[config.mk]
export PLATFORM = sky130hd
export DESIGN_NAME = random_free_frame_allocator
export DESIGN_NICKNAME = d
export VERILOG_FILES = /design/src/hw/rtl/rffa_pkg.sv /design/src/hw/rtl/rffa_modulo.sv /design/src/hw/rtl/random_free_frame_allocator.sv
export SDC_FILE = /design/constraint.sdc
export NUM_CORES = 1
export LEC_CHECK = 0
export ABC_CLOCK_PERIOD_IN_PS = 17630
export BUFFER_PORTS_ARGS = -buffer_cell sky130_fd_sc_hd__buf_2
export CORE_MARGIN = 2
export CORE_UTILIZATION = 45
export CTS_BUF_LIST = sky130_fd_sc_hd__clkbuf_16
export CTS_CLUSTER_SIZE = 14
export DETAILED_ROUTE_END_ITERATION = 16
export MAX_ROUTING_LAYER = met4
export SKIP_CTS_REPAIR_TIMING = 1
export SLEW_MARGIN = 5
export SYNTH_ARGS = -nofsm -noshare
export SYNTH_HDL_FRONTEND = slang
export SYNTH_SLANG_ARGS = --single-unit
[constraint.sdc]
create_clock -name clk -period 17.63 [get_ports clk]
set_clock_uncertainty 0.2 [all_clocks]
set_input_delay 5.289 -clock clk [delete_from_list [all_inputs] [get_ports clk]]
set_output_delay 5.289 -clock clk [all_outputs]
set_load 0.05 [all_outputs]
[src/hw/rtl/rffa_pkg.sv]
// Shared types, constants and helper functions of the random free-frame allocator.
package rffa_pkg;

  localparam int unsigned MAX_FRAMES = 32;
  localparam int unsigned IDX_W      = $clog2(MAX_FRAMES);
  localparam int unsigned CNT_W      = IDX_W + 1;
  localparam int unsigned LFSR_W     = 32;
  localparam logic [LFSR_W-1:0] LFSR_TAPS = 32'h8020_0003;

  // Remainder unit: dividend bits consumed per cycle, steps per remainder
  localparam int unsigned MOD_STEP   = 8;
  localparam int unsigned MOD_CYCLES = LFSR_W / MOD_STEP;
  localparam int unsigned MOD_CNT_W  = $clog2(MOD_CYCLES);

  // Frame zero is reserved after reset
  localparam logic [MAX_FRAMES-1:0] USED_RESET = {{(MAX_FRAMES-1){1'b0}}, 1'b1};

  localparam int unsigned CFG_IDX_W = 4;
  typedef enum logic [CFG_IDX_W-1:0] {
    REG_MANAGED_FRAMES = 4'd0,
    REG_RANDOM_SEED    = 4'd1
  } reg_index_t;

  typedef enum logic [1:0] {
    ACT_ALLOCATE = 2'd0,
    ACT_RELEASE  = 2'd1,
    ACT_QUERY    = 2'd2
  } action_t;

  typedef enum logic [1:0] {
    ST_OK           = 2'd0,
    ST_NO_FREE      = 2'd1,
    ST_OUT_OF_RANGE = 2'd2
  } status_t;

  // One Galois LFSR shift
  function automatic logic [LFSR_W-1:0] lfsr_step(input logic [LFSR_W-1:0] s);
    logic [LFSR_W-1:0] r;
    r = s >> 1;
    if (s[0]) begin
      r = r ^ LFSR_TAPS;
    end
    return r;
  endfunction

  // A zero seed would lock the LFSR
  function automatic logic [LFSR_W-1:0] seed_fix(input logic [LFSR_W-1:0] s);
    return (s == '0) ? LFSR_W'(1) : s;
  endfunction

  // Clamp the managed-frame register into 1..MAX_FRAMES
  function automatic logic [CNT_W-1:0] clamp_count(input logic [5:0] m);
    logic [CNT_W-1:0] r;
    if (m == 6'd0) begin
      r = CNT_W'(1);
    end else if (32'(m) > MAX_FRAMES) begin
      r = CNT_W'(MAX_FRAMES);
    end else begin
      r = CNT_W'(m);
    end
    return r;
  endfunction

endpackage

[src/hw/rtl/rffa_modulo.sv]
// Iterative remainder unit: 32-bit value mod a small divisor, eight bits per cycle.
module rffa_modulo (
  input  logic                           clk,
  input  logic                           rst,
  input  logic                           start,
  input  logic [rffa_pkg::LFSR_W-1:0]    dividend,
  input  logic [rffa_pkg::CNT_W-1:0]     divisor,
  output logic                           done,
  output logic [rffa_pkg::CNT_W-1:0]     remainder
);

  logic                              busy;
  logic [rffa_pkg::MOD_CNT_W-1:0]    step_cnt;
  logic [rffa_pkg::LFSR_W-1:0]       shreg;
  logic [rffa_pkg::CNT_W-1:0]        div;
  logic [rffa_pkg::CNT_W-1:0]        rem;
  logic [rffa_pkg::CNT_W-1:0]        rem_next;

  // Restoring remainder steps over the top bits of the shift register
  always_comb begin
    logic [rffa_pkg::CNT_W:0] r;
    r = {1'b0, rem};
    for (int k = 0; k < rffa_pkg::MOD_STEP; k++) begin
      r = {r[rffa_pkg::CNT_W-1:0], shreg[rffa_pkg::LFSR_W-1-k]};
      if (r >= {1'b0, div}) begin
        r = r - {1'b0, div};
      end
    end
    rem_next = r[rffa_pkg::CNT_W-1:0];
  end

  // Control
  always_ff @(posedge clk) begin
    if (rst) begin
      busy     <= 1'b0;
      done     <= 1'b0;
      step_cnt <= '0;
    end else if (start) begin
      busy     <= 1'b1;
      done     <= 1'b0;
      step_cnt <= '0;
    end else if (busy) begin
      step_cnt <= step_cnt + 1'b1;
      if (step_cnt == rffa_pkg::MOD_CNT_W'(rffa_pkg::MOD_CYCLES - 1)) begin
        busy <= 1'b0;
        done <= 1'b1;
      end
    end else begin
      done <= 1'b0;
    end
  end

  // Datapath
  always_ff @(posedge clk) begin
    if (start) begin
      shreg <= dividend;
      div   <= divisor;
      rem   <= '0;
    end else if (busy) begin
      shreg <= shreg << rffa_pkg::MOD_STEP;
      rem   <= rem_next;
    end
  end

  assign remainder = rem;

endmodule

[src/hw/rtl/random_free_frame_allocator.sv]
// Top level of the random free-frame allocator: sequencer, frame map and output register.
// One bit per frame marks it used; frame 0 is reserved after reset. Allocate scans the
// managed frames from 0 upward and picks one free frame uniformly by reservoir sampling,
// stepping a 32-bit Galois LFSR once per free frame and testing the value mod the running
// free count with an iterative remainder unit. Every action closes with a count of free
// frames that walks the map one frame per cycle. The input is taken again only after the
// result is in the output register, which holds it until the sink takes it.
module random_free_frame_allocator (
  input  logic                               clk,
  input  logic                               rst,
  // Input items
  input  logic                               s_tvalid,
  output logic                               s_tready,
  input  logic [7:0]                         s_tdata,   // action[1:0], frame_index[6:2]
  // Result items
  output logic                               m_tvalid,
  input  logic                               m_tready,
  output logic [15:0]                        m_tdata,   // granted_frame[4:0], status[6:5],
                                                        // free_frames[12:7]
  // Configuration writes
  input  logic                               cfg_valid,
  output logic                               cfg_ready,
  input  logic [rffa_pkg::CFG_IDX_W-1:0]     cfg_index,
  input  logic [31:0]                        cfg_data
);

  typedef enum logic [4:0] {
    S_IDLE  = 5'b00001,
    S_SCAN  = 5'b00010,
    S_MOD   = 5'b00100,
    S_COUNT = 5'b01000,
    S_DONE  = 5'b10000
  } state_t;

  state_t                              state;
  logic [5:0]                          managed_frames;
  logic [rffa_pkg::LFSR_W-1:0]         random_state;
  logic [rffa_pkg::MAX_FRAMES-1:0]     used_map;
  logic [rffa_pkg::CNT_W-1:0]          n_active;
  logic [rffa_pkg::CNT_W-1:0]          pos;
  logic [rffa_pkg::CNT_W-1:0]          seen;
  logic [rffa_pkg::CNT_W-1:0]          free_cnt;
  logic [rffa_pkg::IDX_W-1:0]          pick;
  logic                                found;
  logic [rffa_pkg::IDX_W-1:0]          granted;
  rffa_pkg::status_t                   status;

  logic                                accept;
  logic [1:0]                          in_action;
  logic [rffa_pkg::IDX_W-1:0]          in_index;
  logic [rffa_pkg::CNT_W-1:0]          n_now;
  logic [rffa_pkg::IDX_W-1:0]          pos_idx;
  logic                                pos_end;
  logic [rffa_pkg::LFSR_W-1:0]         lfsr_next;
  logic                                mod_start;
  logic                                mod_done;
  logic [rffa_pkg::CNT_W-1:0]          mod_rem;
  logic                                out_load;

  assign in_action = s_tdata[1:0];
  assign in_index  = s_tdata[6:2];
  assign s_tready  = (state == S_IDLE);
  assign accept    = s_tvalid && s_tready;
  assign cfg_ready = 1'b1;
  assign n_now     = rffa_pkg::clamp_count(managed_frames);
  assign pos_idx   = pos[rffa_pkg::IDX_W-1:0];
  assign pos_end   = (pos == n_active);
  assign lfsr_next = rffa_pkg::lfsr_step(random_state);
  assign mod_start = (state == S_SCAN) && !pos_end && !used_map[pos_idx];
  assign out_load  = (state == S_DONE) && (!m_tvalid || m_tready);

  rffa_modulo u_mod (
    .clk       (clk),
    .rst       (rst),
    .start     (mod_start),
    .dividend  (lfsr_next),
    .divisor   (seen + 1'b1),
    .done      (mod_done),
    .remainder (mod_rem)
  );

  // Configuration registers and LFSR
  always_ff @(posedge clk) begin
    if (rst) begin
      managed_frames <= 6'(rffa_pkg::MAX_FRAMES);
      random_state   <= rffa_pkg::LFSR_W'(1);
    end else begin
      if (cfg_valid && cfg_ready) begin
        case (cfg_index)
          rffa_pkg::REG_MANAGED_FRAMES: managed_frames <= cfg_data[5:0];
          rffa_pkg::REG_RANDOM_SEED:    random_state   <= rffa_pkg::seed_fix(cfg_data);
          default: ;
        endcase
      end
      if (mod_start) begin
        random_state <= lfsr_next;
      end
    end
  end

  // Frame map
  always_ff @(posedge clk) begin
    if (rst) begin
      used_map <= rffa_pkg::USED_RESET;
    end else if (accept && in_action == rffa_pkg::ACT_RELEASE &&
                 {1'b0, in_index} < n_now) begin
      used_map[in_index] <= 1'b0;
    end else if (state == S_SCAN && pos_end && found) begin
      used_map[pick] <= 1'b1;
    end
  end

  // Sequencer
  always_ff @(posedge clk) begin
    if (rst) begin
      state <= S_IDLE;
    end else begin
      case (state)
        S_IDLE: begin
          if (accept) begin
            state <= (in_action == rffa_pkg::ACT_ALLOCATE) ? S_SCAN : S_COUNT;
          end
        end
        S_SCAN: begin
          if (pos_end) begin
            state <= S_COUNT;
          end else if (!used_map[pos_idx]) begin
            state <= S_MOD;
          end
        end
        S_MOD: begin
          if (mod_done) begin
            state <= S_SCAN;
          end
        end
        S_COUNT: begin
          if (pos_end) begin
            state <= S_DONE;
          end
        end
        S_DONE: begin
          if (out_load) begin
            state <= S_IDLE;
          end
        end
        default: state <= S_IDLE;
      endcase
    end
  end

  // Item working registers
  always_ff @(posedge clk) begin
    case (state)
      S_IDLE: begin
        n_active <= n_now;
        pos      <= '0;
        seen     <= '0;
        found    <= 1'b0;
        free_cnt <= '0;
        granted  <= '0;
        status   <= rffa_pkg::ST_OK;
        if (in_action == rffa_pkg::ACT_RELEASE && {1'b0, in_index} >= n_now) begin
          status <= rffa_pkg::ST_OUT_OF_RANGE;
        end
      end
      S_SCAN: begin
        if (pos_end) begin
          pos <= '0;
          if (found) begin
            granted <= pick;
          end else begin
            status <= rffa_pkg::ST_NO_FREE;
          end
        end else if (used_map[pos_idx]) begin
          pos <= pos + 1'b1;
        end else begin
          seen <= seen + 1'b1;
        end
      end
      S_MOD: begin
        if (mod_done) begin
          if (mod_rem == '0) begin
            pick  <= pos_idx;
            found <= 1'b1;
          end
          pos <= pos + 1'b1;
        end
      end
      S_COUNT: begin
        if (!pos_end) begin
          pos <= pos + 1'b1;
          if (!used_map[pos_idx]) begin
            free_cnt <= free_cnt + 1'b1;
          end
        end
      end
      default: ;
    endcase
  end

  // Output register
  always_ff @(posedge clk) begin
    if (rst) begin
      m_tvalid <= 1'b0;
    end else if (out_load) begin
      m_tvalid <= 1'b1;
    end else if (m_tready) begin
      m_tvalid <= 1'b0;
    end
  end

  always_ff @(posedge clk) begin
    if (out_load) begin
      m_tdata <= {3'b000, free_cnt, status, granted};
    end
  end

endmodule
Word-level counts from Yosys, hierarchy flattened
Index checks and enable logic that the tools add are counted.
Word-level totals
  flip-flop bits (word level): 174
  input bits: 49
  output and inout bits: 19
Cells by class
  $add $sub $neg: 12
  order comparisons: 16
  equality and inequality tests: 23
  mux-type cells: 59
  bitwise gates (word level): 5
  reductions and logical operators: 41
Operators by type and width (count)
  32-bit two-way mux: 9
  6-bit two-way mux: 18
  7-bit by 6-bit greater-or-equal comparator with 1-bit output: 8
  6-bit subtractor: 8
  5-bit two-way mux: 8
  32-bit AND: 1
  32-bit logical NOT: 1
  32-bit NOT: 1
  32-bit OR: 1
  5-bit one-hot mux with 5 select lines: 1
  6-bit one-hot mux with 2 select lines: 2
  6-bit one-hot mux with 4 select lines: 1
  2-bit != test (second input constant): 10
  6-bit by 1-bit adder with 6-bit output (second input constant): 3
  5-bit by 6-bit less-than comparator with 1-bit output (second input constant): 3
  3-bit AND reduction: 6
  2-bit nonzero test: 8
  6-bit logical NOT: 2
  1-bit logical AND: 11
  1-bit demux with 5-bit select: 2
  5-bit by 1-bit greater-or-equal comparator with 1-bit output (second input constant): 2
  1-bit two-way mux: 10
  5-bit one-hot mux with 2 select lines: 1
  6-bit == test: 1
  32 further kinds: 38

Depth between registers and ports, before layout
Gate-level depths: netlist (run 1).
  depth after elaboration: 16
  mapped depth: 84

By module
From an unflattened synthesis (run 1), not the netlist that was laid out.
Unflattened totals
  cell total of the unflattened synthesis: 1121
  area, all modules: 11124.4 µm²
Modules (own cells, without submodules)
  random_free_frame_allocator: times used 1, cells each 644, area an instance 6304.8 µm², seq. area each 3022.9 µm²
  rffa_modulo: times used 1, cells each 477, area an instance 4819.6 µm², seq. area each 1341.3 µm²

Worst setup path after synthesis (run 1)
Ideal clock, no wire load.
  kind: register to register
  from: register u_mod.div[1] in the netlist's numbering
  to: register u_mod.rem, in the netlist u_mod.remainder[2]
  arrival: 16.156 ns
  slack: 1.183 ns
  stages on the path, launching flop included: 81
  period minus slack after synthesis: 16.447 ns
  cells stage by stage: edfxtp_1 inv_1 ha_1 a211oi_1 o21a_1 buf_6 mux2_2 ha_1 o21a_1 o21a_1 o22ai_1 o311ai_4 buf_2 o21ai_0 inv_1 ha_1 nor2b_1 o31a_1 [... 45 more ...] a21o_1 a21o_1 a211oi_1 inv_1 a221o_1 or2_1 buf_6 a21oi_1 ha_1 a21o_1 a21o_1 a21o_1 a21o_1 a31o_2 a21oi_1 o211ai_4 a31o_1 a311oi_1
On the way
  cells in the longest elaborated chain, start to end: 16
  elaborated cells on any way between the ends: 24
RTL lines
  from (decl): RTL line rffa_modulo.sv:15  | logic [rffa_pkg::CNT_W-1:0] div;
  from (signal assigned): RTL line rffa_modulo.sv:57  | div <= divisor;
  6-bit subtractor / 7-bit by 6-bit greater-or-equal comparator with 1-bit output (equally long branches): RTL line rffa_modulo.sv:26, rffa_modulo.sv:25
  6-bit two-way mux: RTL line rffa_modulo.sv:25  | if (r >= {1'b0, div}) begin
  6-bit subtractor / 7-bit by 6-bit greater-or-equal comparator with 1-bit output (equally long branches): RTL line rffa_modulo.sv:26, rffa_modulo.sv:25
  6-bit two-way mux: RTL line rffa_modulo.sv:25
  6-bit subtractor / 7-bit by 6-bit greater-or-equal comparator with 1-bit output (equally long branches): RTL line rffa_modulo.sv:26, rffa_modulo.sv:25
  6-bit two-way mux: RTL line rffa_modulo.sv:25
  6-bit subtractor / 7-bit by 6-bit greater-or-equal comparator with 1-bit output (equally long branches): RTL line rffa_modulo.sv:26, rffa_modulo.sv:25
  6-bit two-way mux: RTL line rffa_modulo.sv:25
  6-bit subtractor / 7-bit by 6-bit greater-or-equal comparator with 1-bit output (equally long branches): RTL line rffa_modulo.sv:26, rffa_modulo.sv:25
  6-bit two-way mux: RTL line rffa_modulo.sv:25
  7-bit by 6-bit greater-or-equal comparator with 1-bit output / 6-bit subtractor (equally long branches): RTL line rffa_modulo.sv:25, rffa_modulo.sv:26
  6-bit two-way mux: RTL line rffa_modulo.sv:25
  6-bit subtractor / 7-bit by 6-bit greater-or-equal comparator with 1-bit output (equally long branches): RTL line rffa_modulo.sv:26, rffa_modulo.sv:25
  6-bit two-way mux: RTL line rffa_modulo.sv:25
  6-bit subtractor / 7-bit by 6-bit greater-or-equal comparator with 1-bit output (equally long branches): RTL line rffa_modulo.sv:26, rffa_modulo.sv:25
  6-bit two-way mux *: RTL line rffa_modulo.sv:25
  to (signal assigned): RTL line rffa_modulo.sv:61  | rem <= rem_next;
  to (decl): RTL line rffa_modulo.sv:16  | logic [rffa_pkg::CNT_W-1:0] rem;
Every way passes the cells marked *; elsewhere a longest branch is shown, timed or not.
A chain may end at the register's enable or synchronous reset.

Worst setup path in the final report (run 1)
  from: register u_mod.div[5] in the netlist's numbering
  to: register u_mod.rem, in the netlist u_mod.remainder[3]
On the way
  cells in the longest elaborated chain, start to end: 16
  elaborated cells on any way between the ends: 24
RTL lines (RTL line)
  6-bit subtractor / 7-bit by 6-bit greater-or-equal comparator with 1-bit output (equally long branches): rffa_modulo.sv:26, rffa_modulo.sv:25
  6-bit two-way mux: rffa_modulo.sv:25
  7-bit by 6-bit greater-or-equal comparator with 1-bit output / 6-bit subtractor (equally long branches): rffa_modulo.sv:25, rffa_modulo.sv:26
  6-bit two-way mux: rffa_modulo.sv:25
  6-bit subtractor / 7-bit by 6-bit greater-or-equal comparator with 1-bit output (equally long branches): rffa_modulo.sv:26, rffa_modulo.sv:25
  6-bit two-way mux: rffa_modulo.sv:25
  6-bit subtractor / 7-bit by 6-bit greater-or-equal comparator with 1-bit output (equally long branches): rffa_modulo.sv:26, rffa_modulo.sv:25
  6-bit two-way mux: rffa_modulo.sv:25
  6-bit subtractor / 7-bit by 6-bit greater-or-equal comparator with 1-bit output (equally long branches): rffa_modulo.sv:26, rffa_modulo.sv:25
  6-bit two-way mux: rffa_modulo.sv:25
  6-bit subtractor / 7-bit by 6-bit greater-or-equal comparator with 1-bit output (equally long branches): rffa_modulo.sv:26, rffa_modulo.sv:25
  6-bit two-way mux: rffa_modulo.sv:25
  7-bit by 6-bit greater-or-equal comparator with 1-bit output / 6-bit subtractor (equally long branches): rffa_modulo.sv:25, rffa_modulo.sv:26
  6-bit two-way mux: rffa_modulo.sv:25
  6-bit subtractor / 7-bit by 6-bit greater-or-equal comparator with 1-bit output (equally long branches): rffa_modulo.sv:26, rffa_modulo.sv:25
  6-bit two-way mux *: rffa_modulo.sv:25
Marks and branches as above.

==> results of run 1 <==
[flip-flops by register name, summed over array words and instances, names as in the netlist, 6 cells and up]
| signal | flops |
|---|---|
| random_state | 32 |
| u_mod.div | 6 |
| used_map | 32 |
| u_mod.shreg | 32 |
| pos | 6 |
| u_mod.remainder | 6 |
| seen | 6 |
| free_cnt | 6 |
| n_active | 6 |
| managed_frames | 6 |
| m_tdata | 13 |
[kinds of logic after synthesis]
logic type               after synthesis  synth area share [%]
AO/OA/AOI/OAI                        225                  14.8
XOR/XNOR                              47                  4.09
adder cells (fa/ha/maj)               65                  8.68
buffers and inverters                 98                  4.06
flip-flops                           174                  43.4
multiplexers                          51                  6.69
other                                  2                0.0747
AND/OR/NAND/NOR                      388                  18.2
[layer usage]
layer | wire length (um) | share of wire [%] | vias to the layer above
met5 | 0 | 0 | -
met4 | 274 | 1.2 | 0
met3 | 1260 | 5.4 | 22
met2 | 10600 | 46 | 206
met1 | 11000 | 48 | 3751
li1 | - | - | 3973
[per-stage QoR]
step	cell area [um^2]	utilization [%]	hold slack (ps)	TNS, ps
after detailed placement	10900	49.7	205	0
after CTS	11500	52.6	224	0
after floorplan	10100	-	200	0
final	11500	52.7	221	0
after global placement	10900	49.7	204	0
after global routing	11500	52.7	234	-16.0
[worst register-to-register path, delay by kind of cell (launching register included)]
family	cells	cell delay (ps)
simple gates	12	2000
compound gates	39	7520
buf+inv	10	1500
fa+ha+maj	8	2450
flops	1	360
mux	7	2150
[cells in the final DEF (no fill, tap or decap), types with 10 or more instances in the layout]
cell and n:
and2_1 16, inv_1 51, buf_4 47, nand2b_1 17, mux2_2 13, edfxtp_1 88, nand3_1 15, mux2i_1 20
xnor2_1 29, nand2_1 131, nor3_1 44, and3_1 10, a221oi_1 29, nor4_1 12, nor2b_1 12, nor2_1 97
a21o_1 17, o21ai_0 44, ha_1 57, buf_2 62, mux4_2 10, a21oi_1 72, xor2_1 18, dfxtp_1 86
clkbuf_16 17
[final cells by class]
cell class	count	area share (%)
multi-input combinational	780	46.0
clock buffer	17	3.69
inverter	53	1.76
sequential	174	37.8
clock inverter	15	1.80
timing repair buffer	110	5.92
tap	280	3.03
[worst max path at each step]
stage	from	to	slack, ps	cells past startpoint
after global placement	u_mod.div[4]	u_mod.remainder[2]	1080	77
after detailed placement	u_mod.div[4]	u_mod.remainder[3]	1020	78
final	u_mod.div[5]	u_mod.remainder[3]	1340	76
after global routing	u_mod.div[5]	u_mod.remainder[3]	-20	76
after CTS	u_mod.div[4]	u_mod.remainder[3]	920	78
after floorplan	u_mod.div[1]	u_mod.remainder[2]	1180	80
==> impl_metrics.py, run 1 <==
metrics = {
    "status": {
        "status": "finished clean",
    },
    "die": {
        "start_util_pct": 45.9,
        "die_area_um2": 23600,
        "die_h_um": 154,
        "core_area_um2": 21900,
        "num_rows": 54,
        "io_pins": 68,
        "fp.dieW_um": 154,
    },
    "synth": {
        "yosysTopAreaCellShare_pct": 26.3,
        "yosysWarnings": 0,
        "ys_top_cells_by_count": "131 x nand2_1, 97 x nor2_1, 88 x edfxtp_1, 86 x dfxtp_1, 74 x a21oi_1",
        "synth_edf_count": 88,
        "synth.area.top_cells": "edfxtp_1 26%, dfxtp_1 17%, ha_1 7.1%",
        "async_flop_share_pct": 0,
        "ys.flop_type": "edfxtp_1",
        "synthCells": 1050,
        "synth_top_cell_by_area": "edfxtp_1",
        "seq_area_frac_synth_pct": 43.4,
        "yosysMostFrequentCell": "nand2_1",
        "yosysUniqueCellTypes": 70,
        "avgSynthCellArea_um2": 9.58,
        "syn-cell-area_um2": 10100,
        "ys_ff_latch": 174,
    },
    "worst_setup_path": {
        "critPathLaunchType": "register",
        "endpoint_kind": "register",
        "crit_fanout": 14,
        "required_ps": 17720,
        "worstSetupPathType": "reg2reg",
        "rr_worst_depth": 76,
        "worst_path_max_delay_cell": "mux2_2",
        "reg2reg_setup_slack_ps": 1340,
        "cp_top_family": "compound AO/OA/AOI/OAI gates",
        "max_stage_delay_ps": 410,
        "reg2reg_from": "u_mod.div[5]",
        "r2r-end": "u_mod.remainder[3]",
        "crit_arrival_ps": 16370,
        "worstPathBufferInverterCount": 10,
    },
    "cts": {
        "ctsLongestPathBuffers": 2,
        "numCtsBuffers": 17,
        "clkTransAtPathRegs_ps": 80,
        "htreeDepth": 4,
        "cts_sinks": 174,
        "clock_latency_ps": 440,
        "cts_root_buffer": "clkbuf_16",
        "tritoncts": "yes",
    },
    "hold_path": {
        "worstHoldStart": "granted[1]",
        "hp-class": "reg2reg",
        "hold_end": "m_tdata[1]",
        "hold_path_depth": 0,
    },
    "sta": {
        "slew_viol_final": 0,
        "setup_ws_ps": 1340,
        "tightestPinTransition_ps": 1120,
        "hold_viol_final": 0,
        "finalCritPeriodShare_pct": 92.4,
        "final-setup-viol-count": 0,
        "slew_headroom_pct": 25.0,
        "fmax_mhz": 61.4,
        "period_needed_ps": 16290,
    },
    "finish": {
        "n_fill_cell": 2043,
        "multi_input_area_um2": 5310,
        "seqCellArea_um2": 4360,
        "syn_to_final_growth_pct": 14.8,
        "n_antenna_cell": 0,
        "nets": 1250,
        "drive_gt1_share_pct": 15.8,
        "layout.cells.non_filler": 1429,
    },
    "placement": {
        "port_buffers": 62,
        "dp.cells": 1395,
        "hpwl_mm": 16.4,
        "pre_cts_ws_ps": 1020,
        "gp_congestion": 0.812,
    },
    "route": {
        "wl_per_cell_um": 16.2,
        "num_vias": 7952,
        "ant_nets": 0,
        "drtPass1Iterations": 7,
        "drtIter0Drc": 419,
        "wirelength_mm": 23.1,
        "drc": 0,
        "vias_per_cell": 5.56,
    },
    "grt": {
        "overflow": 0,
        "grt_pass1_vias": 7300,
        "grt.met2_usage_pct": 30.6,
        "grt.busiest_layer": "met2",
        "gr-usage-met1_pct": 28.1,
        "antenna_found_initial": 0,
        "grt_first_pass_wirelength_mm": 37.5,
        "grtUsageTotal_pct": 20.2,
        "grt_max_degree": 80,
        "use_met3_pct": 3.72,
    },
    "flow_run": {
        "max-cap-violations": 0,
    },
}
Power of run 1 is not shown: default switching activity piles up to over one toggle a cycle in this logic, so the estimate is an artifact.
==> inputs of run 2 (changes only) <==
--- a/config.mk
+++ b/config.mk
@@ -7,12 +7,15 @@
 export LEC_CHECK = 0
 export ABC_CLOCK_PERIOD_IN_PS = 17630
 export BUFFER_PORTS_ARGS = -buffer_cell sky130_fd_sc_hd__buf_2
+export CELL_PAD_IN_SITES_DETAIL_PLACEMENT = 1
+export CELL_PAD_IN_SITES_GLOBAL_PLACEMENT = 2
 export CORE_MARGIN = 2
-export CORE_UTILIZATION = 45
+export CORE_UTILIZATION = 35
 export CTS_BUF_LIST = sky130_fd_sc_hd__clkbuf_16
 export CTS_CLUSTER_SIZE = 14
 export DETAILED_ROUTE_END_ITERATION = 16
 export MAX_ROUTING_LAYER = met4
+export PLACE_DENSITY_LB_ADDON = 0.1
 export SKIP_CTS_REPAIR_TIMING = 1
 export SLEW_MARGIN = 5
 export SYNTH_ARGS = -nofsm -noshare
==> run 2 against run 1 <==
Effect of this change:
- routed wire length rose by 18%
- global-route usage shrank 1.2 points
- first-iteration DRC count decreased by 36%
- highest routed layer unchanged
==> impl_metrics.py, run 2 (same netlist as run 1, synthesis figures left out) <==
metrics = {
    "status": {
        "status": "finished clean",
    },
    "sta": {
        "rsz0062_at_grt": "false",
        "slew_headroom_pct": 25.2,
        "tightestPinTransition_ps": 1120,
        "final-setup-viol-count": 0,
        "fin_tns_setup_ps": 0,
        "period_needed_ps": 16290,
        "fmax_mhz": 61.4,
        "finalCritPeriodShare_pct": 92.4,
        "setup_ws_ps": 1340,
        "hold_viol_final": 0,
        "slew_viol_final": 0,
    },
    "placement": {
        "postPlaceCellArea_um2": 11100,
        "port_buffers": 62,
        "gp_congestion": 0.786,
        "pre_cts_ws_ps": 686,
        "hpwl_mm": 19.6,
    },
    "worst_setup_path": {
        "worstSetupPathType": "reg2reg",
        "rr_worst_depth": 76,
        "endpoint_kind": "register",
        "startpoint": "u_mod.div[0]",
        "cp_top_family": "compound AO/OA/AOI/OAI gates",
        "r2r-end": "u_mod.remainder[0]",
        "cp.depth": 76,
        "crit_fanout": 14,
        "worst_path_max_delay_cell": "edfxtp_1",
        "reg2reg_from": "u_mod.div[0]",
        "worstPathBufferInverterCount": 9,
        "max_stage_delay_ps": 420,
        "worstSetupEndpoint": "u_mod.remainder[0]",
        "required_ps": 17780,
        "reg2reg_setup_slack_ps": 1340,
        "critPathLaunchType": "register",
        "crit_arrival_ps": 16440,
    },
    "finish": {
        "final_cell_mix": "131 x nand2_1, 96 x nor2_1, 88 x edfxtp_1, 86 x dfxtp_1, 71 x a21oi_1",
        "utilization_pct": 41.2,
        "drive_gt1_share_pct": 16.5,
        "nets": 1257,
        "reg.largest.list": "random_state x32, u_mod.shreg x32, used_map x32",
        "n_antenna_cell": 0,
        "syn_to_final_growth_pct": 16.5,
        "final_common_cell": "nand2_1",
        "stdcell_area_um2": 11700,
    },
    "hold_path": {
        "hp-class": "reg2reg",
    },
    "cts": {
        "htreeDepth": 4,
        "ctsLongestPathBuffers": 2,
        "tritoncts": "yes",
        "clock_latency_ps": 430,
        "cts_root_buffer": "clkbuf_16",
        "numCtsBuffers": 17,
        "cts_sinks": 174,
        "clkTransAtPathRegs_ps": 70,
    },
    "grt": {
        "grt_pass1_vias": 8320,
        "grtUsageTotal_pct": 18.9,
        "antenna_found_initial": 0,
        "grt_first_pass_wirelength_mm": 44.3,
        "grt_max_degree": 80,
        "overflow": 0,
    },
    "die": {
        "io_pins": 68,
        "fp.dieW_um": 174,
        "core_area_um2": 28500,
        "start_util_pct": 35.3,
        "die_h_um": 174,
        "num_rows": 62,
        "die_area_um2": 30100,
    },
    "route": {
        "wirelength_mm": 27.2,
        "drtPass1Iterations": 4,
        "ant_nets": 0,
        "drc": 0,
        "num_vias": 8028,
        "vias_per_cell": 5.21,
        "drtIter0Drc": 268,
        "wl_per_cell_um": 17.7,
    },
    "flow_run": {
        "max-cap-violations": 0,
    },
}
[run 2: changes by cell type in the layout (fill, tap and decap cells not counted), sizes merged]
cell    before  now
bufinv       0    2
clkinv      10    5
buf        110  117
inv         56   59
[run 2: layer usage]
metal,track usage (%),wire length (um),vias to the layer above
li1,-,-,3979
met1,25.4,13500,3959
met2,31.2,13000,80
met3,2.26,522,10
met4,3.60,178,0
met5,-,0,-
[run 2: worst min path at each step]
stage	start	to	slack [ps]	depth (start not counted)
4_1_cts	granted[3]	m_tdata[3]	220	0
5_1_grt	granted[3]	m_tdata[3]	230	0
3_3_place_gp	granted[0]	m_tdata[0]	210	0
3_5_place_dp	granted[3]	m_tdata[3]	210	0
2_1_floorplan	granted[0]	m_tdata[0]	200	0
6_report	granted[3]	m_tdata[3]	220	0
[run 2: through the flow]
step / hold WS (ps) / cells
after floorplan: 200 / 1052
after global placement: 208 / 1504
after detailed placement: 206 / 1504
after CTS: 222 / 1536
after global routing: 231 / 1540
final: 220 / 1540
[run 2: final cells by class]
class	instances	area, um^2
repair buffers	117	761
clock buffers	17	425
inverters	53	199
well taps	384	480
flip-flops and latches	174	4360
fillers	3327	16700
clock inverters	15	160
multi-input cells	780	5330
[run 2: worst reg2reg max path: cells and delay by family (launching register included)]
family,cells,cell delay [ps]
AO/OA/AOI/OAI,40,7980
adder cells (fa/ha/maj),8,2380
AND/OR/NAND/NOR,13,2170
multiplexers,6,1950
buffers and inverters,9,1120
flip-flops,1,420
Power of run 2 is left out for the same reason.
